===== src/rtl/core/lnc_pkg.sv =====
// lnc_pkg: shared types and fixed sizes for the logistic neuron classifier
// holds the queue entry, queue status and register set structs
// no dependencies
package lnc_pkg;

  localparam int LNC_ACC_W  = 40;
  localparam int LNC_QDEPTH = 4;
  localparam int LNC_QAW    = 2;
  localparam int LNC_QCW    = 3;

  // one pixel operation handed from the front end to the datapath
  typedef struct packed {
    logic [7:0]  pixel;
    logic [15:0] weight;
    logic        last;
    logic        acc_en;
  } lnc_op_t;

  typedef struct packed {
    logic               nonempty;
    logic [LNC_QCW-1:0] count;
  } lnc_qstat_t;

  typedef struct packed {
    logic [15:0] bias;
    logic [15:0] threshold;
  } lnc_cfg_t;

endpackage


===== src/rtl/core/lnc_fifo.sv =====
// lnc_fifo: short operation queue between the front end and the datapath
// depends on lnc_pkg for the entry type and depth
module lnc_fifo
  import lnc_pkg::*;
(
  input  logic       clk_i,
  input  logic       rst_ni,
  input  logic       push_i,
  input  lnc_op_t    push_op_i,
  input  logic       pop_i,
  output lnc_op_t    pop_op_o,
  output lnc_qstat_t qstat_o
);

  lnc_op_t            slot_q [LNC_QDEPTH];
  logic [LNC_QAW-1:0] wr_ptr_q, wr_ptr_d;
  logic [LNC_QAW-1:0] rd_ptr_q, rd_ptr_d;
  logic [LNC_QCW-1:0] count_q, count_d;

  always_comb begin
    wr_ptr_d = wr_ptr_q;
    rd_ptr_d = rd_ptr_q;
    count_d  = count_q;
    if (push_i) begin
      wr_ptr_d = wr_ptr_q + LNC_QAW'(1);
    end
    if (pop_i) begin
      rd_ptr_d = rd_ptr_q + LNC_QAW'(1);
    end
    if (push_i && !pop_i) begin
      count_d = count_q + LNC_QCW'(1);
    end else if (!push_i && pop_i) begin
      count_d = count_q - LNC_QCW'(1);
    end
  end

  always_ff @(posedge clk_i or negedge rst_ni) begin
    if (!rst_ni) begin
      wr_ptr_q <= '0;
      rd_ptr_q <= '0;
      count_q  <= '0;
    end else begin
      wr_ptr_q <= wr_ptr_d;
      rd_ptr_q <= rd_ptr_d;
      count_q  <= count_d;
    end
  end

  always_ff @(posedge clk_i) begin
    if (push_i) begin
      slot_q[wr_ptr_q] <= push_op_i;
    end
  end

  assign pop_op_o         = slot_q[rd_ptr_q];
  assign qstat_o.nonempty = (count_q != '0);
  assign qstat_o.count    = count_q;

endmodule


===== config.mk =====
export PLATFORM = sky130hd
export DESIGN_NAME = lnc_fifo
export DESIGN_NICKNAME = d
export VERILOG_FILES = /design/src/rtl/core/lnc_pkg.sv /design/src/rtl/core/lnc_fifo.sv
export SDC_FILE = /design/constraint.sdc
export NUM_CORES = 1
export LEC_CHECK = 0
export ABC_CLOCK_PERIOD_IN_PS = 2100
export BUFFER_PORTS_ARGS = -buffer_cell sky130_fd_sc_hd__buf_2
export CELL_PAD_IN_SITES_DETAIL_PLACEMENT = 2
export CELL_PAD_IN_SITES_GLOBAL_PLACEMENT = 2
export CORE_MARGIN = 3
export CORE_UTILIZATION = 46
export CTS_BUF_LIST = sky130_fd_sc_hd__clkbuf_2
export DETAILED_ROUTE_END_ITERATION = 8
export GPL_TIMING_DRIVEN = 0
export PLACE_DENSITY_LB_ADDON = 0.25
export REMOVE_ABC_BUFFERS = 1
export SYNTH_ARGS = -nofsm -noshare
export SYNTH_HDL_FRONTEND = slang
export SYNTH_SLANG_ARGS = --single-unit

===== constraint.sdc =====
create_clock -name clk_i -period 2.1 [get_ports clk_i]
set_clock_uncertainty 0.1 [all_clocks]
set_input_delay 0.21 -clock clk_i [delete_from_list [all_inputs] [get_ports clk_i]]
set_output_delay 0.21 -clock clk_i [all_outputs]
set_load 0.02 [all_outputs]

==> flow_summary_export.csv, run 1 <==
group,metric,value,unit
status,outcome,"stopped before the end",
status,stop_stage,"3_5_place_dp",
status,error,"[ERROR DPL-0033] detailed placement checks failed during check placement.",
synth,netlist_area,4190,um2
synth,yosysTopAreaCell,"edfxtp_1",
synth,ys.flop_type,"edfxtp_1",
synth,syn_avg_cell_area,24.8,um2
floorplan,dieWidth,101,um
floorplan,initial_core_util,0.478,
synth,synth_cell_types,18,
placed_design,place_congestion,0.635,
synth,synthArstFlopShare,0.0631,
synth,synthAdderAreaFrac,0.0197,
synth,ys_seq_elements,111,
synth,synth_cells,169,
synth,synth_most_common_cell,"edfxtp_1",
synth,ys_warn_count,0,
synth,synth_compound_area_frac,0.00119,
synth,synth-seq-area-share,0.787,
placed_design,hpwlAfterDp,5.91,mm
synth,synth-simple-area-share,0.0102,
synth,yosys.area_share.xor_xnor,0.0125,
synth,synth-edff-count,104,
synth,synthMuxAreaShare,0.150,
floorplan,ios,60,
synth,yosys-top-cells-count,"104 x edfxtp_1, 18 x mux4_2, 8 x mux4_1, 7 x dfrtp_1, 5 x ha_1",
floorplan,fp.dieH,101,um
synth,ys_top_cells_by_area,"edfxtp_1 75%, mux4_2 9.7%, mux4_1 5.0%, dfrtp_1 4.2%, ha_1 1.5%",
placed_design,io_buffers,59,
floorplan,rows,34,
synth,synth_top_family_by_area,"multiplexers",
synth,netlist.area_leader.share,0.746,
-- stage by stage --
stage	cells	setup slack (ns)	area (um2)	hold slack [ns]
after floorplan	163	-0.137	4120	-0.186
after global placement	330	-0.676	4550	-0.0443
-- logic make-up after synthesis --
logic type | after synthesis
buffers and inverters | 10
AOI/OAI and AO/OA | 1
muxes | 27
xor gates and xnor gates | 6
and+or+nand+nor | 8
adders and majority gates | 6
DFF | 111
==> inputs of run 2 (changes only) <==
--- a/config.mk
+++ b/config.mk
@@ -7,14 +7,11 @@
 export LEC_CHECK = 0
 export ABC_CLOCK_PERIOD_IN_PS = 2100
 export BUFFER_PORTS_ARGS = -buffer_cell sky130_fd_sc_hd__buf_2
-export CELL_PAD_IN_SITES_DETAIL_PLACEMENT = 2
-export CELL_PAD_IN_SITES_GLOBAL_PLACEMENT = 2
 export CORE_MARGIN = 3
-export CORE_UTILIZATION = 46
-export CTS_BUF_LIST = sky130_fd_sc_hd__clkbuf_2
+export CORE_UTILIZATION = 40
 export DETAILED_ROUTE_END_ITERATION = 8
 export GPL_TIMING_DRIVEN = 0
-export PLACE_DENSITY_LB_ADDON = 0.25
+export PLACE_DENSITY_LB_ADDON = 0.15
 export REMOVE_ABC_BUFFERS = 1
 export SYNTH_ARGS = -nofsm -noshare
 export SYNTH_HDL_FRONTEND = slang
==> flow_summary_export.csv, run 2 <==
group,metric,value,unit
global_routing,grt_overflow,0,
critical_path,critPathCaptureType,"output pin",
synth,ys_top_cells_by_area,"edfxtp_1 75%, mux4_2 9.7%, mux4_1 5.0%, dfrtp_1 4.2%, ha_1 1.5%",
power,vdd_drop_max,0.000828,V
critical_path,max_stage_delay,0.55,ns
global_routing,track_usage,0.127,
detailed_routing,drc_errors,0,
critical_path,worstPathCellList,"buf_12 -> mux4_1 -> buf_2",
cells_and_area,regMostFlops,"slot_q",
cells_and_area,multiInputGateArea,798,um2
global_routing,grt_max_degree,28,
synth,syn_avg_cell_area,24.8,um2
detailed_routing,dr.pass1.iters,4,
timing,finalHoldViolations,0,
global_routing,antenna_found_initial,0,
timing,post-route-min-period,2.02,ns
timing,fmax,0.494,GHz
floorplan,initial_core_util,0.421,
status,outcome,"finished clean",
detailed_routing,vias,1924,
timing,max_slew_margin,0.431,
run,max_cap_viol_count,0,
floorplan,dieWidth,108,um
cells_and_area,biggestRegsByFlops,"slot_q (104), count_q (3)",
power,power_density,1280,nW/um2
synth,synth_cells,169,
worst_hold_path,hold_path_class,"in -> reg",
global_routing,grt_pass1_wl,11.0,mm
detailed_routing,via_per_inst,4.77,
critical_path,worst-setup-path-type,"reg -> out",
global_routing,grt_pass1_vias,1992,
timing,setup_viol,0,
power,p_leak,0.00180,uW
critical_path,cp.required,1.79,ns
timing,setup_tns,0,ns
cts,clkLatencyLatePin,0.35,ns
cells_and_area,regArea,3310,um2
timing,min_period_over_period,0.964,
timing,rsz0062_at_grt,"yes",
cells_and_area,finalNonFillerCells,403,
detailed_routing,wl,6.96,mm
detailed_routing,post_drt_wl_per_cell,17.3,um
cells_and_area,antenna_cells,0,
timing,drv_slew,0,
floorplan,ios,60,
synth,yosysTopAreaCell,"edfxtp_1",
critical_path,cp_slowest_cell,"mux4_1",
critical_path,worst_ep_arrival_time,1.71,ns
floorplan,rows,36,
placed_design,placed_cells,357,
critical_path,worst-path-buf-inv,2,
detailed_routing,dr.first_iter.drc_count,53,
synth,synth-seq-area-share,0.787,
synth,yosys-top-cells-count,"104 x edfxtp_1, 18 x mux4_2, 8 x mux4_1, 7 x dfrtp_1, 5 x ha_1",
detailed_routing,postRouteAntennaNets,0,
cells_and_area,mostFrequentLayoutCells,"104 x edfxtp_1, 59 x buf_2, 28 x dlygate4sd3_1, 22 x mux4_2, 10 x clkbuf_8",
cells_and_area,utilization,0.513,
cts,clockBufferDepth,2,
synth,ys.flop_type,"edfxtp_1",
cts,htreeDepth,3,
cells_and_area,drive_above_1_share,0.396,
placed_design,place_congestion,0.629,
synth,synthArstFlopShare,0.0631,
synth,netlist_area,4190,um2
cts,clkTransAtPathRegs,0.10,ns
placed_design,io_buffers,59,
synth,ys_seq_elements,111,
cells_and_area,fillCellCount,831,
floorplan,die_area,11700,um2
floorplan,core_area,9950,um2
critical_path,startpoint_type,"flip-flop",
cells_and_area,nNetsFinal,301,
synth,synth_cell_types,18,
critical_path,cp_max_fo,13,
timing,tightest_slew,0.854,ns
cts,root_buffer,"clkbuf_8",
synth,netlist.area_leader.share,0.746,
cells_and_area,largest_register_ffs,104,
placed_design,hpwlAfterDp,4.02,mm
synth,ys_warn_count,0,
cells_and_area,final_common_cell,"edfxtp_1",
cts,cts_tree,"built",
cts,cts_num_sinks,111,
floorplan,fp.dieH,108,um
synth,synth-edff-count,104,
synth,synth_most_common_cell,"edfxtp_1",
critical_path,path_delay_family,"multiplexers",
cells_and_area,syn2layout_area_growth,21.9,%
cts,cts_buffers,9,
run 2: cell counts after synthesis:
No cell type changed its count.
run 2: final timing paths:
| path | start | to | slack [ns] | cells after the start |
|---|---|---|---|---|
| hold / removal | push_i | wr_ptr_q[0] | 0.03 | 2 |
| hold reg to reg | count_q[2] | count_q[2] | 0.41 | 1 |
| max in group asynchronous | rst_ni | rd_ptr_q[0] | 1.60 | 2 |
| min in group asynchronous | rst_ni | count_q[2] | 0.11 | 2 |
| setup reg to reg | wr_ptr_q[0] | slot_q[3][7] | 0.19 | 3 |
| setup / recovery | rd_ptr_q[0] | pop_op_o[20] | 0.08 | 3 |
run 2: final cells by class:
| cell class | count | share of cell area |
|---|---|---|
| sequential | 111 | 0.647 |
| multi-input combinational | 48 | 0.156 |
| timing repair buffer | 91 | 0.125 |
| tap | 133 | 0.0326 |
| clock buffer | 10 | 0.0270 |
| clock inverter | 6 | 0.00882 |
| inverter | 4 | 0.00294 |
run 2: kinds of logic after synthesis:
logic type                 Yosys count  synth area share
AOI/OAI and AO/OA                    1           0.00119
xor gates and xnor gates             6            0.0125
adders and majority gates            6            0.0197
buffers and inverters               10            0.0194
DFF                                111             0.787
muxes                               27             0.150
and+or+nand+nor                      8            0.0102
run 2: repair_timing:
action                                  4_1_cts  5_1_grt
hold buffers                                 28        0
endpoints found under the setup margin       26        4
gates resized for setup                       6        1
buffers inserted                              2        0
endpoints found under the hold margin       112        0
run 2: metal layers:
layer | track usage | share of wire
met5 | 0 | 0
met4 | 0.0298 | 0.0073
met2 | 0.204 | 0.50
met1 | 0.172 | 0.45
met3 | 0.0388 | 0.044
run 2: power by group:
part | switching, uW | leakage [uW] | internal, uW
sequential | 257 | 0.00104 | 2920
combinational | 1190 | 0.000673 | 998
clock | 677 | 0.0000966 | 471
run 2: through the flow:
stage	power [uW]	hold WS [ns]	area [um2]	setup slack, ns
2_1_floorplan	4580	-0.186	4120	-0.137
6_report	6520	0.0270	5110	0.0765
5_1_grt	6890	0.0100	5110	-0.0151
4_1_cts	6650	0.00439	5110	0.000320
3_5_place_dp	5370	-0.0416	4620	-0.115
3_3_place_gp	5320	-0.0482	4580	-0.758
No activity file was read; power rests on OpenSTA's default activity.
