$ cat src/rtl/core/lnc_pkg.sv
// lnc_pkg: shared types and fixed sizes for the logistic neuron classifier
// holds the queue entry, queue status and register set structs
// no dependencies
package lnc_pkg;

  localparam int LNC_ACC_W  = 40;
  localparam int LNC_QDEPTH = 4;
  localparam int LNC_QAW    = 2;
  localparam int LNC_QCW    = 3;

  // one pixel operation handed from the front end to the datapath
  typedef struct packed {
    logic [7:0]  pixel;
    logic [15:0] weight;
    logic        last;
    logic        acc_en;
  } lnc_op_t;

  typedef struct packed {
    logic               nonempty;
    logic [LNC_QCW-1:0] count;
  } lnc_qstat_t;

  typedef struct packed {
    logic [15:0] bias;
    logic [15:0] threshold;
  } lnc_cfg_t;

endpackage

$ cat src/rtl/core/lnc_back.sv
// lnc_back: multiply-accumulate, divide by 255, bias, saturation and sigmoid lookup
// pops pixel operations from the queue and drives the result register
// depends on lnc_pkg
module lnc_back
  import lnc_pkg::*;
#(
  parameter int SIGMOID_TABLE_DEPTH = 256
) (
  input  logic               clk_i,
  input  logic               rst_ni,
  input  lnc_qstat_t         qstat_i,
  input  lnc_op_t            op_i,
  output logic               pop_o,
  input  lnc_cfg_t           cfg_i,
  output logic               out_valid_o,
  input  logic               out_stall_i,
  output logic signed [15:0] logit_o,
  output logic [15:0]        probability_o,
  output logic               class_label_o
);

  localparam int IW = $clog2(SIGMOID_TABLE_DEPTH);
  localparam int PW = 16 + $clog2(SIGMOID_TABLE_DEPTH + 1);
  // quotients from this bound up always saturate the logit
  localparam logic [LNC_ACC_W:0] DIV_SAT = (LNC_ACC_W + 1)'(255 * 65536);
  // ceil(2^32 / 255), exact floor division for dividends below 2^24
  localparam logic [24:0] RECIP_255 = 25'd16843010;

  function automatic logic [63:0] div_u64(logic [63:0] num, logic [63:0] den);
    logic [64:0] rem;
    logic [63:0] quo;
    int          b;
    rem = '0;
    quo = '0;
    for (b = 63; b >= 0; b--) begin
      rem = {rem[63:0], num[b]};
      if (rem >= {1'b0, den}) begin
        rem    = rem - {1'b0, den};
        quo[b] = 1'b1;
      end
    end
    return quo;
  endfunction

  // one entry of the sigmoid table at its bin centre, all in Q.32
  function automatic logic [15:0] sig_entry(int depth, int idx);
    logic [63:0] one, y, term, pos, neg, c, p, den, s, v;
    int          k, j, d, u;
    one  = 64'd1 << 32;
    y    = div_u64(64'd1 << 35, 64'(depth));
    term = one;
    pos  = one;
    neg  = '0;
    for (k = 1; k < 40; k++) begin
      term = div_u64(term * y, 64'(k) << 32);
      if (k[0]) begin
        neg = neg + term;
      end else begin
        pos = pos + term;
      end
    end
    c = pos - neg;
    d = 2 * idx + 1 - depth;
    u = (d < 0) ? -d : d;
    p = one;
    for (j = 0; j < u; j++) begin
      p = (p * c) >> 32;
    end
    den = one + p;
    s   = div_u64((64'd1 << 48) + (den >> 1), den);
    v   = (d >= 0) ? s : (64'd65536 - s);
    return (v > 64'd65535) ? 16'hFFFF : v[15:0];
  endfunction

  logic [15:0] sig_rom [SIGMOID_TABLE_DEPTH];

  for (genvar g = 0; g < SIGMOID_TABLE_DEPTH; g++) begin : g_rom
    localparam logic [15:0] ENTRY = sig_entry(SIGMOID_TABLE_DEPTH, g);
    assign sig_rom[g] = ENTRY;
  end

  logic advance;

  logic                 b1_v_q;
  logic                 b1_last_q;
  logic signed [23:0]   b1_prod_q;
  logic [LNC_ACC_W-1:0] acc_q;
  logic                 r0_v_q;
  logic [LNC_ACC_W-1:0] r0_acc_q;
  logic                 r1_v_q, r1_neg_q, r1_sat_q;
  logic [23:0]          r1_m_q;
  logic                 r2_v_q, r2_neg_q;
  logic [16:0]          r2_q_q;
  logic                 r3_v_q;
  logic [15:0]          r3_logit_q;
  logic                 r4_v_q;
  logic [15:0]          r4_logit_q;
  logic [IW-1:0]        r4_idx_q;
  logic                 out_valid_q;
  logic [15:0]          out_logit_q;
  logic [15:0]          out_prob_q;
  logic                 out_class_q;

  logic signed [24:0]   mul;
  logic signed [23:0]   prod;
  logic [LNC_ACC_W-1:0] sum;
  logic [LNC_ACC_W-1:0] mag;
  logic [LNC_ACC_W:0]   m;
  logic [48:0]          recip_prod;
  logic [16:0]          q_c;
  logic [17:0]          q18, sq;
  logic [18:0]          lsum;
  logic [15:0]          logit_c;
  logic [15:0]          off;
  logic [PW-1:0]        idx_prod;
  logic [15:0]          prob_c;

  // the whole datapath moves together unless a finished result is held
  assign advance = !(out_valid_q && out_stall_i);
  assign pop_o   = advance && qstat_i.nonempty;

  assign mul  = $signed({1'b0, op_i.pixel}) * $signed(op_i.weight);
  assign prod = op_i.acc_en ? mul[23:0] : '0;
  assign sum  = acc_q + {{(LNC_ACC_W - 24){b1_prod_q[23]}}, b1_prod_q};

  // rounded magnitude division by 255
  assign mag        = r0_acc_q[LNC_ACC_W-1] ? (~r0_acc_q + LNC_ACC_W'(1)) : r0_acc_q;
  assign m          = {1'b0, mag} + (LNC_ACC_W + 1)'(127);
  assign recip_prod = {25'b0, r1_m_q} * {24'b0, RECIP_255};
  assign q_c        = r1_sat_q ? 17'h10000 : {1'b0, recip_prod[47:32]};

  assign q18  = {1'b0, r2_q_q};
  assign sq   = r2_neg_q ? (~q18 + 18'd1) : q18;
  assign lsum = {sq[17], sq} + {{3{cfg_i.bias[15]}}, cfg_i.bias};

  always_comb begin
    if (!lsum[18] && (lsum[17:15] != 3'b000)) begin
      logit_c = 16'h7FFF;
    end else if (lsum[18] && (lsum[17:15] != 3'b111)) begin
      logit_c = 16'h8000;
    end else begin
      logit_c = lsum[15:0];
    end
  end

  // table index from the logit offset to unsigned
  assign off      = {~r3_logit_q[15], r3_logit_q[14:0]};
  assign idx_prod = PW'(off) * PW'(SIGMOID_TABLE_DEPTH);
  assign prob_c   = sig_rom[r4_idx_q];

  always_ff @(posedge clk_i or negedge rst_ni) begin
    if (!rst_ni) begin
      b1_v_q      <= 1'b0;
      acc_q       <= '0;
      r0_v_q      <= 1'b0;
      r1_v_q      <= 1'b0;
      r2_v_q      <= 1'b0;
      r3_v_q      <= 1'b0;
      r4_v_q      <= 1'b0;
      out_valid_q <= 1'b0;
    end else if (advance) begin
      b1_v_q      <= qstat_i.nonempty;
      if (b1_v_q) begin
        acc_q <= b1_last_q ? '0 : sum;
      end
      r0_v_q      <= b1_v_q && b1_last_q;
      r1_v_q      <= r0_v_q;
      r2_v_q      <= r1_v_q;
      r3_v_q      <= r2_v_q;
      r4_v_q      <= r3_v_q;
      out_valid_q <= r4_v_q;
    end
  end

  always_ff @(posedge clk_i) begin
    if (advance) begin
      b1_last_q   <= op_i.last;
      b1_prod_q   <= prod;
      r0_acc_q    <= sum;
      r1_neg_q    <= r0_acc_q[LNC_ACC_W-1];
      r1_sat_q    <= (m >= DIV_SAT);
      r1_m_q      <= m[23:0];
      r2_neg_q    <= r1_neg_q;
      r2_q_q      <= q_c;
      r3_logit_q  <= logit_c;
      r4_logit_q  <= r3_logit_q;
      r4_idx_q    <= idx_prod[16+IW-1:16];
      out_logit_q <= r4_logit_q;
      out_prob_q  <= prob_c;
      out_class_q <= (prob_c > cfg_i.threshold);
    end
  end

  assign out_valid_o   = out_valid_q;
  assign logit_o       = out_logit_q;
  assign probability_o = out_prob_q;
  assign class_label_o = out_class_q;

`ifndef NO_ASSERTIONS
  a_acc_cleared: assert property (@(posedge clk_i) disable iff (!rst_ni)
    advance && b1_v_q && b1_last_q |=> acc_q == '0)
    else $error("accumulator not cleared after a sample");

  a_hold_on_stall: assert property (@(posedge clk_i) disable iff (!rst_ni)
    !advance |=> $stable({r0_v_q, r1_v_q, r2_v_q, r3_v_q, r4_v_q}))
    else $error("result pipeline moved while the output was held");

  a_result_lands: assert property (@(posedge clk_i) disable iff (!rst_ni)
    advance && r4_v_q |=> out_valid_q)
    else $error("result lost before the output register");
`endif

endmodule

$ cat config.mk
export PLATFORM = sky130hd
export DESIGN_NAME = lnc_back
export DESIGN_NICKNAME = d
export VERILOG_FILES = /design/src/rtl/core/lnc_pkg.sv /design/src/rtl/core/lnc_back.sv
export SDC_FILE = /design/constraint.sdc
export NUM_CORES = 1
export LEC_CHECK = 0
export ABC_AREA = 1
export BUFFER_PORTS_ARGS = -buffer_cell sky130_fd_sc_hd__buf_2
export CAP_MARGIN = 20
export CORE_MARGIN = 4
export CORE_UTILIZATION = 25
export DETAILED_ROUTE_END_ITERATION = 12
export MAX_ROUTING_LAYER = met4
export PLACE_DENSITY = 0.45
export SLEW_MARGIN = 30
export SYNTH_ARGS = -nofsm -noshare
export SYNTH_HDL_FRONTEND = slang
export SYNTH_SLANG_ARGS = --single-unit
$ cat constraint.sdc
create_clock -name clk_i -period 6.3 [get_ports clk_i]
set_input_delay 0.315 -clock clk_i [delete_from_list [all_inputs] [get_ports clk_i]]
set_output_delay 0.315 -clock clk_i [all_outputs]
set_load 0.01 [all_outputs]
### Word-level counts from Yosys, hierarchy flattened

Memory sizes are Yosys's and may differ from the RTL's.
Cells that the tools add are included.

| word-level totals | value |
|---|---|
| output and inout bits | 35 |
| memories | 1 |
| input port bits | 65 |
| memory bits (read-only) | 4,096 |
| register bits | 229 |
| logic and storage cells | 56 |

| operators by class | value |
|---|---|
| $add $sub $neg | 5 |
| bitwise operators | 5 |
| order comparisons | 3 |
| $mul | 2 |
| reduce and logical (&&, ||, !) cells | 9 |
| equality and inequality tests | 1 |
| muxes and demuxes | 7 |

Memories:

| name | words | width | read ports | clocked after memory_dff | wr ports | line | text |
|---|---|---|---|---|---|---|---|
| (no name shown) | 256 | 16 | 1 | 0 | 0 | lnc_back.sv:149 | `assign prob_c = sig_rom[r4_idx_q];` |

Operator list:

| operator | number |
|---|---|
| $mux W40 | 2 |
| $mux W16 | 3 |
| $mul A24 B24 Y47 const B | 1 |
| $add A40 B7 Y41 const B | 1 |
| $ge A41 B24 Y1 const B | 1 |
| $add A40 B1 Y40 const B | 1 |
| $add A40 B40 Y40 | 1 |
| $not A40 Y40 | 1 |
| $mul A9 B16 Y24 | 1 |
| $add A18 B16 Y19 | 1 |
| $add A18 B1 Y18 const B | 1 |
| $mux W18 | 1 |
| $not A17 Y18 | 1 |
| $mux W17 | 1 |
| $gt A16 B16 Y1 | 1 |
| $ge A9 B9 Y1 const B | 1 |
| $not A8 Y9 | 1 |
| $logic_and A1 B1 Y1 | 5 |
| $ne A3 B3 Y1 const B | 1 |
| $reduce_bool A3 Y1 | 1 |
| $logic_not A1 Y1 | 2 |
| $not A1 Y1 | 2 |
| $reduce_and A2 Y1 | 1 |

### Logic depth before layout (Yosys ltp)

| depth | value |
|---|---|
| word-level depth | 7 |
| gate-level depth with buffers | 24 |
| gate-level depth less buffers | 23 |

### Worst setup path before layout

Ideal clock, no wire load.

| path | value |
|---|---|
| kind | register -> register |
| start point | register out_valid_q (netlist: out_valid_o) |
| end point | register acc_q[10] |
| path slack | 0.525 ns |
| period minus slack after synthesis | 5.775 ns |
| stages on the path, launching flop included | 6 |
| data required time | 6.234 ns |
| data arrival time | 5.709 ns |
| library setup time | 0.066 ns |
| buffers on the path | 1 |
| cells stage by stage | dfrtp_1 > nand2_1 > nand2_1 > nor2_1 > clkbuf_1 > a22o_1 |

| between the ends | value |
|---|---|
| cells in the longest elaborated chain, start to end | 3 |

RTL lines:

| element | line | text |
|---|---|---|
| from (decl) | lnc_back.sv:99 | `logic out_valid_q;` |
| from (signal assigned) | lnc_back.sv:171 | `out_valid_q <= r4_v_q;` |
| $logic_and A1 B1 Y1 | lnc_back.sv:119 | `assign advance = !(out_valid_q && out_stall_i);` |
| $not A1 Y1 (no line) | - |  |
| $reduce_and A2 Y1 (no line) | - |  |
| to (signal assigned) | lnc_back.sv:164 | `acc_q <= b1_last_q ? '0 : sum;` |
| to (decl) | lnc_back.sv:87 | `logic [LNC_ACC_W-1:0] acc_q;` |

Every way passes these cells.
A chain may end at the register's enable or synchronous reset.

### Worst setup path in the final report

| path | value |
|---|---|
| start point | input port op_i[20] in the netlist's numbering |
| end point | register b1_prod_q[21] (data pin) |

| between the ends | value |
|---|---|
| cells in the longest elaborated chain, start to end | 1 |

RTL lines:

| element | line | text |
|---|---|---|
| from (decl) | lnc_back.sv:12 | `input lnc_op_t op_i,` |
| $mul A9 B16 Y24 | lnc_back.sv:122 | `assign mul = $signed({1'b0, op_i.pixel}) * $signed(op_i.weight);` |
| to (signal assigned) | lnc_back.sv:178 | `b1_prod_q <= prod;` |
| to (decl) | lnc_back.sv:86 | `logic signed [23:0] b1_prod_q;` |

Every way passes these cells.

==> results.sh <==
export IMPL_cts_buffers_inserted=29
export IMPL_endpoint_kind="register"
export IMPL_synth_xor_area_share_pct=3.11
export IMPL_final_cells=4870
export IMPL_first_global_vias=22900
export IMPL_min_period_ns=4.76
export IMPL_vias=22700
export IMPL_hold_path_end="r3_logit_q[0]$_SDFFCE_PP1N_"
export IMPL_synth_compound_area_share_pct=13.8
export IMPL_min_path_cells=4
export IMPL_syn_cell_area_um2=25600
export IMPL_critPathKind="input pin to register"
export IMPL_drc=0
export IMPL_grt_usage_pct=15.4
export IMPL_netlist_instances=3413
export IMPL_muxShareOfSynthArea_pct=0.132
export IMPL_diodes=0
export IMPL_grt_max_degree=77
export IMPL_rsz0062_at_grt="no"
export IMPL_ys_async_sr_fraction_pct=21.2
export IMPL_final_common_cell="nand2_1"
export IMPL_start_util_pct=25.2
export IMPL_reg2reg_depth=16
export IMPL_die_w_um=328
export IMPL_timing_rr_start="r1_m_q[10]$_DFFE_PN_"
export IMPL_crit_family="adder cells"
export IMPL_final_design_area_no_fill_um2=28800
export IMPL_yosys_top_cells_area="edfxtp_1, ha_1, nand2_1, fa_1, inv_1"
export IMPL_drv_cap=0
export IMPL_crit_path_start_kind="input pin"
export IMPL_vias_per_cell=4.66
export IMPL_yosysTopAreaCellShare_pct=20.5
export IMPL_rows=117
export IMPL_synth_seq_cells=222
export IMPL_wirelength_um=81100
export IMPL_whs_ns=0.144
export IMPL_worstPathCellList="buf_2 > nand2_1 > fa_1 > inv_1 > fa_1 > fa_1 > inv_1 > fa_1 > inv_1 > ha_1 > a21oi_1 > inv_1 > a31oi_1 > o21ai_0 > a21oi_1 > o21ai_0 > a21oi_1 > o21ai_0 > nand2_1 > nand2_1 > nor2_1"
export IMPL_status="completed"
export IMPL_grt_pass1_wl_um=129000
export IMPL_clk_pin_slew_ns=0.07
export IMPL_hp_start="cfg_i[16]"
export IMPL_finalHoldViolCount=0
export IMPL_path_max_fanout=16
export IMPL_nNetsFinal=3981
export IMPL_avgSynthCellArea_um2=7.51
export IMPL_die_h_um=328
export IMPL_finalSetupViolCount=0
export IMPL_cp_slowest_cell="fa_1"
export IMPL_cts_sinks=222
export IMPL_r2r_end="r2_q_q[13]$_SDFFCE_PP0N_"
export IMPL_tns_ns=0
export IMPL_area_growth_pct=12.4
export IMPL_yosysWarnings=0
export IMPL_die_area_um2=108000
export IMPL_synth_simple_area_share_pct=22.7
export IMPL_final_cell_mix="nand2_1, inv_1, ha_1"
export IMPL_cp_slowest_stage_delay_ns=0.54
export IMPL_synth_distinct_cells=67
export IMPL_core_um2=102000
export IMPL_synth_nets=3915
export IMPL_arrival_ns=5.12
export IMPL_clockBufferDepth=3
export IMPL_synth_yosys_seq_area_share_pct=25.1
export IMPL_cts_tree="built"
export IMPL_cts_repair_resized=0
export IMPL_r2r_setup_slack_ns=1.64
export IMPL_synthAdderAreaFrac_pct=24.8
export IMPL_gp_congestion=0.972
export IMPL_hold_path_class="input pin to register"
export IMPL_placedInstanceArea_um2=27700
export IMPL_skew_ns=0.0192
export IMPL_post_cts_buffers=0
export IMPL_synthFlopType="edfxtp_1"
export IMPL_synth_enable_flop_cells=175
export IMPL_cts_htree_levels=1
export IMPL_clock_fmax_ghz=0.210
export IMPL_clkLatencyLatePin_ns=0.60
export IMPL_first_iter_violations=1442
export IMPL_wl_per_cell_um=16.7
export IMPL_port_buffers=96
export IMPL_slew_violations=0
export IMPL_postCtsHoldBufs=5
export IMPL_cp_buffers_inverters=5
export IMPL_pin_count=100
export IMPL_slew_headroom_pct=40.6
export IMPL_drive_gt1_share_pct=7.51
export IMPL_dp_cells=4811
export IMPL_tightestPinTransition_ns=0.881
export IMPL_synth_top_family_by_area="adder cells"
export IMPL_grt_overflow=0
export IMPL_required_ns=6.66
export IMPL_fin_crit_sh_pct=75.6
export IMPL_drt_pass1_iter_count=7
export IMPL_antenna_found_initial=0
export IMPL_synth_top_cell_by_area="edfxtp_1"
export IMPL_antenna_left=0
export IMPL_clockRootBuffer="clkbuf_16"
export IMPL_hpwl_um=64800
-- area by class of cell --
class,instances,area (um^2)
clock buffer,32,737
timing repair buffer,132,776
fill,11100,72900
multi-input combinational,2492,16600
inverter,602,2260
clock inverter,22,310
tap,1368,1710
sequential,222,6430
-- worst min-delay path: cells and delay by family --
family / cells / cell delay, ns
adder cells (fa/ha/maj): 1 / 0.13
AND/OR/NAND/NOR: 2 / 0.11
buffers and inverters: 1 / 0.09
-- synth_stat cells, types with 10 or more instances --
library cell / n
o211ai_1: 24
o22ai_1: 11
inv_2: 11
a31oi_1: 43
edfxtp_1: 175
nor2_1: 307
nand3_1: 151
o221ai_1: 12
nor2_2: 15
a22o_1: 26
ha_1: 319
nand3b_1: 14
o31ai_1: 11
nand2_2: 17
nor2_4: 10
buf_1: 11
clkbuf_1: 75
fa_1: 118
xnor2_1: 39
nor3_1: 36
o21ai_1: 10
dfrtp_1: 47
inv_1: 589
o21a_1: 10
nand2_1: 751
o21ai_0: 168
xor2_1: 52
nand4_1: 28
a21oi_1: 206
-- metrics by stage --
step	worst slack, ns	utilization, %
floorplan	0.525	-
global placement	0.915	27.2
detailed placement	0.912	27.2
CTS	1.58	28.3
global route	1.08	28.3
finish	1.54	28.3
-- layer usage --
| layer | routed length [um] | vias to the layer above | track usage, % |
|---|---|---|---|
| met5 | 0 | - | - |
| met4 | 2920 | 0 | 4.73 |
| met3 | 3540 | 140 | 1.65 |
| met2 | 37700 | 552 | 25.4 |
| met1 | 37000 | 10600 | 20.0 |
| li1 | - | 11400 | - |
-- sequential cells by signal (all words and copies together) (netlist names), 16 cells and up --
| name | flops |
|---|---|
| r3_logit_q | 16 |
| b1_prod_q | 24 |
| r4_logit_q | 16 |
| logit_o | 16 |
| r2_q_q | 17 |
| acc_q | 40 |
| probability_o | 16 |
| r0_acc_q | 40 |
| r1_m_q | 24 |
-- worst max-delay path by stage --
stage                                  from                          end  slack [ns]  cells past startpoint
floorplan           out_valid_o$_DFFE_PN0N_        acc_q[10]$_DFFE_PN0P_        0.53                      5
global placement                   op_i[23]  b1_prod_q[21]$_SDFFCE_PN0N_        0.92                     23
detailed placement                 op_i[20]  b1_prod_q[21]$_SDFFCE_PN0N_        0.91                     21
CTS                                op_i[23]  b1_prod_q[21]$_SDFFCE_PN0N_        1.58                     23
global route                       op_i[20]  b1_prod_q[21]$_SDFFCE_PN0N_        1.08                     21
finish                             op_i[20]  b1_prod_q[21]$_SDFFCE_PN0N_        1.54                     21
-- kinds of logic (layout without fill, tap and decap cells) --
kind of cell    count (synthesis)  in the layout
fa+ha+maj                     437            437
mux                             3              3
compound gates                594            594
flops                         222            222
xor+xnor                       91             91
buf+inv                       699            788
simple gates                 1367           1367
Power is left out: the tool's default activity adds up to more than one toggle a clock period on the data nets, which glitch-free logic cannot reach.
